File: src/rtl/vector_l2_normalizer_assert.svh
// Assertion macros for the vector L2 normalizer.
// Used by the top level; expects clk and rst_n in the including scope.
`ifndef VECTOR_L2_NORMALIZER_ASSERT_SVH
`define VECTOR_L2_NORMALIZER_ASSERT_SVH
`ifndef SYNTHESIS
// same-cycle implication
`define VLN_ASSERT_IMPL(lbl, ante, cons) \
  lbl: assert property (@(posedge clk) disable iff (!rst_n) (ante) |-> (cons)) \
    else $error("vln assertion failed");
// next-cycle implication
`define VLN_ASSERT_NEXT(lbl, ante, cons) \
  lbl: assert property (@(posedge clk) disable iff (!rst_n) (ante) |=> (cons)) \
    else $error("vln assertion failed");
`else
`define VLN_ASSERT_IMPL(lbl, ante, cons)
`define VLN_ASSERT_NEXT(lbl, ante, cons)
`endif
`endif

File: src/rtl/vln_pkg.sv
// Shared constants and the controller-to-datapath command type.
// No dependencies.
`timescale 1ns / 1ps
package vln_pkg;

  // result format: signed Q1.14
  localparam int OUT_W     = 16;
  localparam int FRAC_BITS = 14;
  // |element| <= length, so the quotient never exceeds 2^FRAC_BITS
  localparam int QUOT_BITS = FRAC_BITS + 1;

  typedef struct packed {
    logic load_elem;
    logic square;
    logic accum;
    logic clear;
    logic root_init;
    logic root_step;
    logic rd_elem;
    logic div_init;
    logic div_step;
    logic emit;
  } vln_cmd_t;

endpackage

File: src/rtl/vector_l2_normalizer.sv
// Vector L2 normalizer top level: controller plus datapath.
// Depends on vln_pkg, vln_ctrl, vln_dp and vector_l2_normalizer_assert.svh.
//
// Use: drive in_element / in_last_element with start high; the beat is taken
// on a rising edge where busy is low. Elements are signed Q8.8; the beat with
// in_last_element high closes the vector. Beyond MAX_DIM elements, beats are
// dropped and every result of that vector carries out_truncated.
// Each loaded element goes through capture, square and accumulate, with
// the registered squarer ahead of the sum register.
// After the last beat the square root runs, one bit of root per cycle; then
// each element goes through store read, divider load, 15 divide steps and
// the result register.
// Results come out as single-cycle out_valid beats in element order, signed
// Q1.14, with out_last_result on the final one; the receiver cannot stall,
// so it must take each beat when it appears. busy is high while each stored
// beat is squared and summed, and from the last beat to the final result.
// Reset (rst_n low, synchronous) drops any partial vector and clears the sum,
// count and truncation flag; store contents are not cleared.
`timescale 1ns / 1ps
`include "vector_l2_normalizer_assert.svh"
module vector_l2_normalizer #(
  parameter int MAX_DIM    = 64,
  parameter int ELEM_WIDTH = 16
) (
  input  logic                             clk,
  input  logic                             rst_n,
  input  logic                             start,
  output logic                             busy,
  input  logic signed [ELEM_WIDTH-1:0]     in_element,
  input  logic                             in_last_element,
  output logic                             out_valid,
  output logic signed [vln_pkg::OUT_W-1:0] out_unit_element,
  output logic                             out_last_result,
  output logic                             out_truncated
);

  localparam int AW      = (MAX_DIM > 1) ? $clog2(MAX_DIM) : 1;
  localparam int SUM_RAW = 2 * ELEM_WIDTH - 2 + $clog2(MAX_DIM + 1);
  localparam int SUM_W   = (SUM_RAW > 64) ? 64 : SUM_RAW;
  localparam int ROOT_W  = (SUM_W + 1) / 2;

  vln_pkg::vln_cmd_t cmd;
  logic              wr_en;
  logic [AW-1:0]     wr_addr;
  logic [AW-1:0]     rd_addr;

  vln_ctrl #(.MAX_DIM(MAX_DIM), .ROOT_STEPS(ROOT_W)) u_ctrl (
    .clk             (clk),
    .rst_n           (rst_n),
    .start           (start),
    .in_last_element (in_last_element),
    .busy            (busy),
    .cmd             (cmd),
    .wr_en           (wr_en),
    .wr_addr         (wr_addr),
    .rd_addr         (rd_addr),
    .out_valid       (out_valid),
    .out_last_result (out_last_result),
    .out_truncated   (out_truncated)
  );

  vln_dp #(
    .MAX_DIM    (MAX_DIM),
    .ELEM_WIDTH (ELEM_WIDTH),
    .SUM_W      (SUM_W),
    .ROOT_W     (ROOT_W)
  ) u_dp (
    .clk              (clk),
    .rst_n            (rst_n),
    .cmd              (cmd),
    .wr_en            (wr_en),
    .wr_addr          (wr_addr),
    .rd_addr          (rd_addr),
    .in_element       (in_element),
    .out_unit_element (out_unit_element)
  );

  // result stays within the unit range
  `VLN_ASSERT_IMPL(a_unit_range, out_valid, (out_unit_element <= 16384) && (out_unit_element >= -16384))
  // an accepted last beat always makes the block busy
  `VLN_ASSERT_NEXT(a_accept_busy, start && !busy && in_last_element, busy)
  // nothing follows the final result of a vector
  `VLN_ASSERT_NEXT(a_last_ends, out_valid && out_last_result, !out_valid)
  // more results pending keeps input closed
  `VLN_ASSERT_IMPL(a_mid_busy, out_valid && !out_last_result, busy)

endmodule

File: src/rtl/vln_ram.sv
// Generic single-write, single-read RAM with registered read data.
// No dependencies.
`timescale 1ns / 1ps
module vln_ram #(
  parameter int WIDTH = 16,
  parameter int DEPTH = 64,
  localparam int AW = (DEPTH > 1) ? $clog2(DEPTH) : 1
) (
  input  logic             clk,
  input  logic             we,
  input  logic [AW-1:0]    waddr,
  input  logic [WIDTH-1:0] wdata,
  input  logic             re,
  input  logic [AW-1:0]    raddr,
  output logic [WIDTH-1:0] rdata_r
);

  logic [WIDTH-1:0] mem [DEPTH];

  always_ff @(posedge clk) begin
    if (we) begin
      mem[waddr] <= wdata;
    end
    if (re) begin
      rdata_r <= mem[raddr];
    end
  end

endmodule

File: src/rtl/vln_ctrl.sv
// Controller FSM: load sequencing, root and divide iteration counts, result strobes.
// Depends on vln_pkg.
`timescale 1ns / 1ps
module vln_ctrl #(
  parameter int MAX_DIM    = 64,
  parameter int ROOT_STEPS = 19,
  localparam int AW    = (MAX_DIM > 1) ? $clog2(MAX_DIM) : 1,
  localparam int CNT_W = $clog2(MAX_DIM + 1)
) (
  input  logic              clk,
  input  logic              rst_n,
  input  logic              start,
  input  logic              in_last_element,
  output logic              busy,
  output vln_pkg::vln_cmd_t cmd,
  output logic              wr_en,
  output logic [AW-1:0]     wr_addr,
  output logic [AW-1:0]     rd_addr,
  output logic              out_valid,
  output logic              out_last_result,
  output logic              out_truncated
);

  localparam int MAX_IT = (ROOT_STEPS > vln_pkg::QUOT_BITS) ? ROOT_STEPS : vln_pkg::QUOT_BITS;
  localparam int IT_W   = $clog2(MAX_IT);

  localparam logic [3:0] ST_IDLE      = 4'd0;
  localparam logic [3:0] ST_SQR       = 4'd1;
  localparam logic [3:0] ST_ACC       = 4'd2;
  localparam logic [3:0] ST_ROOT_INIT = 4'd3;
  localparam logic [3:0] ST_ROOT      = 4'd4;
  localparam logic [3:0] ST_RD        = 4'd5;
  localparam logic [3:0] ST_DIV_INIT  = 4'd6;
  localparam logic [3:0] ST_DIV       = 4'd7;
  localparam logic [3:0] ST_EMIT      = 4'd8;

  logic [3:0]       state_r, state_nxt;
  logic [CNT_W-1:0] count_r, count_nxt;
  logic [CNT_W-1:0] idx_r, idx_nxt;
  logic [IT_W-1:0]  it_r, it_nxt;
  logic             last_r, last_nxt;
  logic             ovf_r, ovf_nxt;
  logic             oval_r, oval_nxt;
  logic             olast_r, olast_nxt;
  logic             otrunc_r, otrunc_nxt;

  assign busy            = (state_r != ST_IDLE);
  assign wr_addr         = count_r[AW-1:0];
  assign rd_addr         = idx_r[AW-1:0];
  assign out_valid       = oval_r;
  assign out_last_result = olast_r;
  assign out_truncated   = otrunc_r;

  // next-state and command decode
  always_comb begin
    state_nxt  = state_r;
    count_nxt  = count_r;
    idx_nxt    = idx_r;
    it_nxt     = it_r;
    last_nxt   = last_r;
    ovf_nxt    = ovf_r;
    oval_nxt   = 1'b0;
    olast_nxt  = olast_r;
    otrunc_nxt = otrunc_r;
    cmd        = '0;
    wr_en      = 1'b0;
    unique case (state_r)
      ST_IDLE: begin
        if (start) begin
          last_nxt = in_last_element;
          if (count_r < CNT_W'(MAX_DIM)) begin
            wr_en         = 1'b1;
            cmd.load_elem = 1'b1;
            state_nxt     = ST_SQR;
          end else begin
            // store full: drop the beat, remember it
            ovf_nxt = 1'b1;
            if (in_last_element) begin
              state_nxt = ST_ROOT_INIT;
            end
          end
        end
      end
      ST_SQR: begin
        cmd.square = 1'b1;
        state_nxt  = ST_ACC;
      end
      ST_ACC: begin
        cmd.accum = 1'b1;
        count_nxt = count_r + 1'b1;
        state_nxt = last_r ? ST_ROOT_INIT : ST_IDLE;
      end
      ST_ROOT_INIT: begin
        cmd.root_init = 1'b1;
        it_nxt        = '0;
        idx_nxt       = '0;
        state_nxt     = ST_ROOT;
      end
      ST_ROOT: begin
        cmd.root_step = 1'b1;
        it_nxt        = it_r + 1'b1;
        if (it_r == IT_W'(ROOT_STEPS - 1)) begin
          state_nxt = ST_RD;
        end
      end
      ST_RD: begin
        cmd.rd_elem = 1'b1;
        state_nxt   = ST_DIV_INIT;
      end
      ST_DIV_INIT: begin
        cmd.div_init = 1'b1;
        it_nxt       = '0;
        state_nxt    = ST_DIV;
      end
      ST_DIV: begin
        cmd.div_step = 1'b1;
        it_nxt       = it_r + 1'b1;
        if (it_r == IT_W'(vln_pkg::QUOT_BITS - 1)) begin
          state_nxt = ST_EMIT;
        end
      end
      ST_EMIT: begin
        cmd.emit   = 1'b1;
        oval_nxt   = 1'b1;
        otrunc_nxt = ovf_r;
        olast_nxt  = (idx_r == count_r - 1'b1);
        if (idx_r == count_r - 1'b1) begin
          // vector done: clear for the next one
          cmd.clear = 1'b1;
          count_nxt = '0;
          ovf_nxt   = 1'b0;
          state_nxt = ST_IDLE;
        end else begin
          idx_nxt   = idx_r + 1'b1;
          state_nxt = ST_RD;
        end
      end
      default: begin
        state_nxt = ST_IDLE;
      end
    endcase
  end

  always_ff @(posedge clk) begin
    if (!rst_n) begin
      state_r  <= ST_IDLE;
      count_r  <= '0;
      idx_r    <= '0;
      it_r     <= '0;
      last_r   <= 1'b0;
      ovf_r    <= 1'b0;
      oval_r   <= 1'b0;
      olast_r  <= 1'b0;
      otrunc_r <= 1'b0;
    end else begin
      state_r  <= state_nxt;
      count_r  <= count_nxt;
      idx_r    <= idx_nxt;
      it_r     <= it_nxt;
      last_r   <= last_nxt;
      ovf_r    <= ovf_nxt;
      oval_r   <= oval_nxt;
      olast_r  <= olast_nxt;
      otrunc_r <= otrunc_nxt;
    end
  end

endmodule

File: src/rtl/vln_dp.sv
// Datapath: element store, squarer, sum accumulator, bit-pair square root,
// restoring divider and result register. Depends on vln_pkg and vln_ram.
`timescale 1ns / 1ps
module vln_dp #(
  parameter int MAX_DIM    = 64,
  parameter int ELEM_WIDTH = 16,
  parameter int SUM_W      = 37,
  parameter int ROOT_W     = 19,
  localparam int AW = (MAX_DIM > 1) ? $clog2(MAX_DIM) : 1
) (
  input  logic                             clk,
  input  logic                             rst_n,
  input  vln_pkg::vln_cmd_t                cmd,
  input  logic                             wr_en,
  input  logic [AW-1:0]                    wr_addr,
  input  logic [AW-1:0]                    rd_addr,
  input  logic signed [ELEM_WIDTH-1:0]     in_element,
  output logic signed [vln_pkg::OUT_W-1:0] out_unit_element
);

  localparam int EW   = ELEM_WIDTH;
  localparam int SQ_W = 2 * ROOT_W;

  logic [EW-1:0]       elem_r;
  logic [EW-1:0]       mag;
  logic [2*EW-1:0]     sq_r;
  logic [SUM_W-1:0]    sum_r;
  logic [SUM_W:0]      sum_ext;
  logic [SQ_W-1:0]     rad_r;
  logic [ROOT_W:0]     rem_r;
  logic [ROOT_W-1:0]   root_r;
  logic [ROOT_W+2:0]   rem_sh;
  logic [ROOT_W+2:0]   trial;
  logic [EW-1:0]       rd_data;
  logic [EW-1:0]       rd_mag;
  logic [ROOT_W:0]     drem_r;
  logic [ROOT_W:0]     dtry;
  logic                first_r;
  logic                neg_r;
  logic [vln_pkg::QUOT_BITS-1:0] quot_r;
  logic [vln_pkg::OUT_W-1:0]     quot_ext;
  logic signed [vln_pkg::OUT_W-1:0] res_r;

  // element store
  vln_ram #(.WIDTH(EW), .DEPTH(MAX_DIM)) u_store (
    .clk     (clk),
    .we      (wr_en),
    .waddr   (wr_addr),
    .wdata   (in_element),
    .re      (cmd.rd_elem),
    .raddr   (rd_addr),
    .rdata_r (rd_data)
  );

  // squarer: latch beat, then magnitude squared
  assign mag = elem_r[EW-1] ? (~elem_r + 1'b1) : elem_r;

  always_ff @(posedge clk) begin
    if (cmd.load_elem) begin
      elem_r <= in_element;
    end
    if (cmd.square) begin
      sq_r <= (2 * EW)'(mag) * (2 * EW)'(mag);
    end
  end

  // saturating sum of squares
  assign sum_ext = {1'b0, sum_r} + (SUM_W + 1)'(sq_r);

  always_ff @(posedge clk) begin
    if (!rst_n) begin
      sum_r <= '0;
    end else if (cmd.clear) begin
      sum_r <= '0;
    end else if (cmd.accum) begin
      sum_r <= sum_ext[SUM_W] ? {SUM_W{1'b1}} : sum_ext[SUM_W-1:0];
    end
  end

  // floor square root, two radicand bits per cycle; remainder can reach 2 * root
  assign rem_sh = {rem_r, rad_r[SQ_W-1 -: 2]};
  assign trial  = {1'b0, root_r, 2'b01};

  always_ff @(posedge clk) begin
    if (cmd.root_init) begin
      rad_r  <= SQ_W'(sum_r);
      rem_r  <= '0;
      root_r <= '0;
    end else if (cmd.root_step) begin
      rad_r <= rad_r << 2;
      if (rem_sh >= trial) begin
        rem_r  <= (ROOT_W + 1)'(rem_sh - trial);
        root_r <= {root_r[ROOT_W-2:0], 1'b1};
      end else begin
        rem_r  <= rem_sh[ROOT_W:0];
        root_r <= {root_r[ROOT_W-2:0], 1'b0};
      end
    end
  end

  // restoring divide of |element| * 2^14 by the length, one bit per cycle
  assign rd_mag = rd_data[EW-1] ? (~rd_data + 1'b1) : rd_data;
  assign dtry   = first_r ? drem_r : {drem_r[ROOT_W-1:0], 1'b0};

  always_ff @(posedge clk) begin
    if (cmd.div_init) begin
      drem_r  <= (ROOT_W + 1)'(rd_mag);
      neg_r   <= rd_data[EW-1];
      first_r <= 1'b1;
      quot_r  <= '0;
    end else if (cmd.div_step) begin
      first_r <= 1'b0;
      if (dtry >= {1'b0, root_r}) begin
        drem_r <= dtry - {1'b0, root_r};
        quot_r <= {quot_r[vln_pkg::QUOT_BITS-2:0], 1'b1};
      end else begin
        drem_r <= dtry;
        quot_r <= {quot_r[vln_pkg::QUOT_BITS-2:0], 1'b0};
      end
    end
  end

  // signed result; zero length gives zero
  assign quot_ext = vln_pkg::OUT_W'(quot_r);

  always_ff @(posedge clk) begin
    if (cmd.emit) begin
      if (root_r == '0) begin
        res_r <= '0;
      end else begin
        res_r <= neg_r ? (~quot_ext + 1'b1) : quot_ext;
      end
    end
  end

  assign out_unit_element = res_r;

endmodule

File: config.mk
export PLATFORM = sky130hd
export DESIGN_NAME = vector_l2_normalizer
export DESIGN_NICKNAME = d
export VERILOG_FILES = /design/src/rtl/vln_pkg.sv /design/src/rtl/vector_l2_normalizer.sv /design/src/rtl/vln_ram.sv /design/src/rtl/vln_ctrl.sv /design/src/rtl/vln_dp.sv
export VERILOG_INCLUDE_DIRS = /design/src /design/src/rtl
export SDC_FILE = /design/constraint.sdc
export NUM_CORES = 2
export LEC_CHECK = 0
export BUFFER_PORTS_ARGS = -buffer_cell sky130_fd_sc_hd__buf_2
export CORE_MARGIN = 4
export CORE_UTILIZATION = 55
export DETAILED_ROUTE_END_ITERATION = 7
export PLACE_DENSITY = 0.83
export SLEW_MARGIN = 20
export SYNTH_ARGS = -nofsm -noshare
export SYNTH_HDL_FRONTEND = slang
export SYNTH_HIERARCHICAL = 1
export SYNTH_SLANG_ARGS = --single-unit
File: constraint.sdc
create_clock -name clk -period 8.69 [get_ports clk]
set_input_delay 0 -clock clk [delete_from_list [all_inputs] [get_ports clk]]
set_output_delay 0 -clock clk [all_outputs]
set_load 0.005 [all_outputs]
==> flow_metrics.env <==
export IMPL_gr_total_overflow=0
export IMPL_antenna_found_initial=4
export IMPL_track_usage_pct=24.48
export IMPL_ant_nets=0
export IMPL_synth_flop_cell="edfxtp_1"
export IMPL_crit_start="u_dp/elem_r[0]"
export IMPL_drc_errors=0
export IMPL_first_iter_violations=4507
export IMPL_cp_arrival_ns=8.67
export IMPL_crit_type="flop to flop"
export IMPL_root_buffer="clkbuf_16"
export IMPL_critPathLaunchType="flop"
export IMPL_syn_inst=4137
export IMPL_finalSetupTns_ns=0
export IMPL_cts_tree="built"
export IMPL_die_area_sq_um=117900
export IMPL_dpl_cell_area_sq_um=63690
export IMPL_rows=122
export IMPL_ios=40
export IMPL_regToRegStartpoint="u_dp/elem_r[0]"
export IMPL_worst_setup_path_end_kind="flop"
export IMPL_worstPathRequired_ns=9.13
export IMPL_relSlewSlack_pct=30.32
export IMPL_hpwlAfterDp_microns=87380
export IMPL_outcome="finished, final reports clean"
export IMPL_die_x_microns=343.4
export IMPL_worst_r2r_cell_count=23
export IMPL_area_delta_synth_final_pct=9.353
export IMPL_rsz0062_at_grt="no"
export IMPL_drtPass1Iterations=6
export IMPL_synth_seq_area_share_pct=60.21
export IMPL_io_buffers=39
export IMPL_clock_fmax_mhz=121.5
export IMPL_crit_chain="clkinv_1, buf_4, nand3_1, o21ai_0, xnor2_1, nand2_1, fa_1, inv_1, fa_1, fa_1, fa_1, fa_1, inv_1, fa_1, inv_1, ha_1, nand3_1, o311ai_1, o21ai_2, o211ai_1, a31oi_1, o21ai_0, xnor2_1"
export IMPL_drive_gt1_share_pct=15.80
export IMPL_grt_max_degree=138
export IMPL_die_h_microns=343.4
export IMPL_hp_class="input pin to flop"
export IMPL_async_flop_share_pct=0
export IMPL_grt_pass1_wl_microns=220300
export IMPL_final_common_cell="edfxtp_1"
export IMPL_cts_num_sinks=1282
export IMPL_netlist_cell_type_count=98
export IMPL_initial_core_util_pct=55.66
export IMPL_cpMaxStageDelayCell="xnor2_1"
export IMPL_hold_violations=0
export IMPL_slew_violations=0
export IMPL_clk_latency_ns=0.73
export IMPL_ff2ff_setup_slack_ns=0.46
export IMPL_design_area_sq_um=67640
export IMPL_place_gp_congestion=0.9256
export IMPL_mostFrequentLayoutCells="1157 x edfxtp_1, 301 x inv_1, 278 x nor2_1, 220 x mux4_2, 213 x nand2_1"
export IMPL_n_fill_cell=7762
export IMPL_syn_area_per_cell_sq_um=14.95
export IMPL_fin_crit_ns=8.233
export IMPL_syn_area_sq_um=61860
export IMPL_setup_viol=0
export IMPL_final_nets=4590
export IMPL_core_area_sq_um=111100
export IMPL_synth_edf_count=1157
export IMPL_final_setup_skew_ns=0.06384
export IMPL_path_max_fanout=10
export IMPL_num_vias=36420
export IMPL_maxCapViolCount=0
export IMPL_routed_wl_microns=144400
export IMPL_ys_warn_count=6
export IMPL_worst_pin_slew_ns=1.039
export IMPL_numCtsBuffers=116
export IMPL_fin_crit_sh_pct=94.75
export IMPL_clk_pin_slew_ns=0.07
export IMPL_grt_pass1_vias=36560
export IMPL_h_tree_depth=3
export IMPL_path_common_cell="fa_1"
export IMPL_cts_setup_buffers=0
export IMPL_wire_per_inst_microns=24.84
export IMPL_vias_per_cell=6.268
export IMPL_r2r_end="u_dp/sq_r[31]"
export IMPL_critPathMaxStageDelay_ns=0.87
export IMPL_synth_seq_cells=1282
export IMPL_clockBufferDepth=3
export IMPL_crit_path_end="u_dp/sq_r[31]"
## routing by layer
layer  vias up  share of wire [%]  track usage, %
li1      15770                  -               -
met1     18210                 37           32.82
met2      2071                 49           40.27
met3       373                 10           4.987
met4         2                4.1           8.619
met5         -             0.0090               0
## how the worst min path moves through the flow
stage	startpoint	endpoint	slack (ns)	cells past startpoint
after floorplan	in_element[0]	u_dp/elem_r[0]	0.1	0
after global placement	in_last_element	u_ctrl/last_r	0.30	3
after detailed placement	in_last_element	u_ctrl/last_r	0.32	3
after CTS	in_element[9]	u_dp/u_store/mem[41][9]	0.003	2
after global routing	in_element[14]	u_dp/u_store/mem[34][14]	0.006	2
final	in_element[14]	u_dp/u_store/mem[50][14]	0.007	2
## logic make-up (layout without fill, tap and decap cells)
logic type,Yosys count,count (layout),synth area share [%]
flops,1282,1282,60.21
simple gates,788,788,6.038
compound gates,595,595,6.590
buf+inv,514,690,3.839
mux,468,468,12.29
fa+ha+maj,342,342,8.933
xor+xnor,146,146,2.079
other cells,2,12,0.01214
## flip-flops by register name, indices dropped and copies added, names as in the netlist, 19 cells and up
register	flops
u_dp/u_store/mem	1024
u_dp/rad_r	38
u_dp/sum_r	37
u_dp/sq_r	31
u_dp/drem_r	20
u_dp/rem_r	20
u_dp/root_r	19
## through the flow
step           setup WS (ns)  std cells  util [%]  hold WS [ns]
5_1_grt             0.004833       5810     60.87      0.005667
6_report              0.4566       5811     60.87      0.007005
4_1_cts               0.4783       5810     60.85      0.003268
3_3_place_gp          0.7013       5583     57.31        0.2952
2_1_floorplan          1.092       4146         -       0.09887
3_5_place_dp          0.5405       5583     57.31        0.3232
## cell usage after synthesis (13+ instances only)
| master | n | share of area [%] |
|---|---|---|
| a21oi_1 | 123 | 1.0 |
| mux4_2 | 220 | 8.0 |
| o21bai_1 | 15 | 0.18 |
| inv_1 | 302 | 1.8 |
| nand2b_1 | 19 | 0.19 |
| mux2_2 | 82 | 1.5 |
| a311oi_1 | 13 | 0.18 |
| clkbuf_1 | 91 | 0.55 |
| and3_1 | 14 | 0.14 |
| fa_1 | 166 | 5.4 |
| a21o_1 | 46 | 0.56 |
| o31ai_1 | 22 | 0.27 |
| xnor2_1 | 85 | 1.2 |
| o21a_1 | 14 | 0.17 |
| dfxtp_1 | 125 | 4.0 |
| xor2_1 | 60 | 0.85 |
| a211oi_1 | 43 | 0.52 |
| ha_1 | 176 | 3.6 |
| a22oi_1 | 39 | 0.47 |
| o21ai_0 | 105 | 0.85 |
| or3_1 | 13 | 0.13 |
| nor2b_1 | 50 | 0.51 |
| buf_4 | 28 | 0.34 |
| edfxtp_1 | 1157 | 56 |
| mux2i_1 | 162 | 2.6 |
| nand4_1 | 33 | 0.33 |
| a31oi_1 | 37 | 0.37 |
| nor3_1 | 25 | 0.20 |
| nand3_1 | 62 | 0.50 |
| buf_6 | 20 | 0.36 |
| nand2_1 | 213 | 1.3 |
| nor2_1 | 281 | 1.7 |
| a221oi_1 | 19 | 0.27 |
| buf_2 | 42 | 0.34 |
## timing repair
action,4_1_cts,5_1_grt
endpoints found under the hold margin,150,0
hold buffers,15,0
resized for setup,0,2
setup endpoints to repair,0,5
## cell type report
| cell class | count | area, sq um | area share, % |
|---|---|---|---|
| tap | 1488 | 1862 | 2.752 |
| clock buffer | 149 | 3149 | 4.656 |
| multi-input combinational | 2350 | 22340 | 33.02 |
| inverter | 311 | 1167 | 1.726 |
| antenna | 1 | 2.502 | 0.003700 |
| timing repair buffer | 167 | 1231 | 1.820 |
| sequential | 1282 | 37260 | 55.08 |
| clock inverter | 63 | 633.1 | 0.9360 |
## critical path: cells and delay by family (launching register included)
family,cells,cell delay [ns]
AO/OA/AOI/OAI,6,1.64
flip-flops,1,0.51
adder cells (fa/ha/maj),7,3.55
AND/OR/NAND/NOR,3,0.52
XOR/XNOR,2,0.96
buffers and inverters,5,0.77
Power is left out: the tool's default activity adds up to more than one toggle a clock period on the data nets, which glitch-free logic cannot reach.
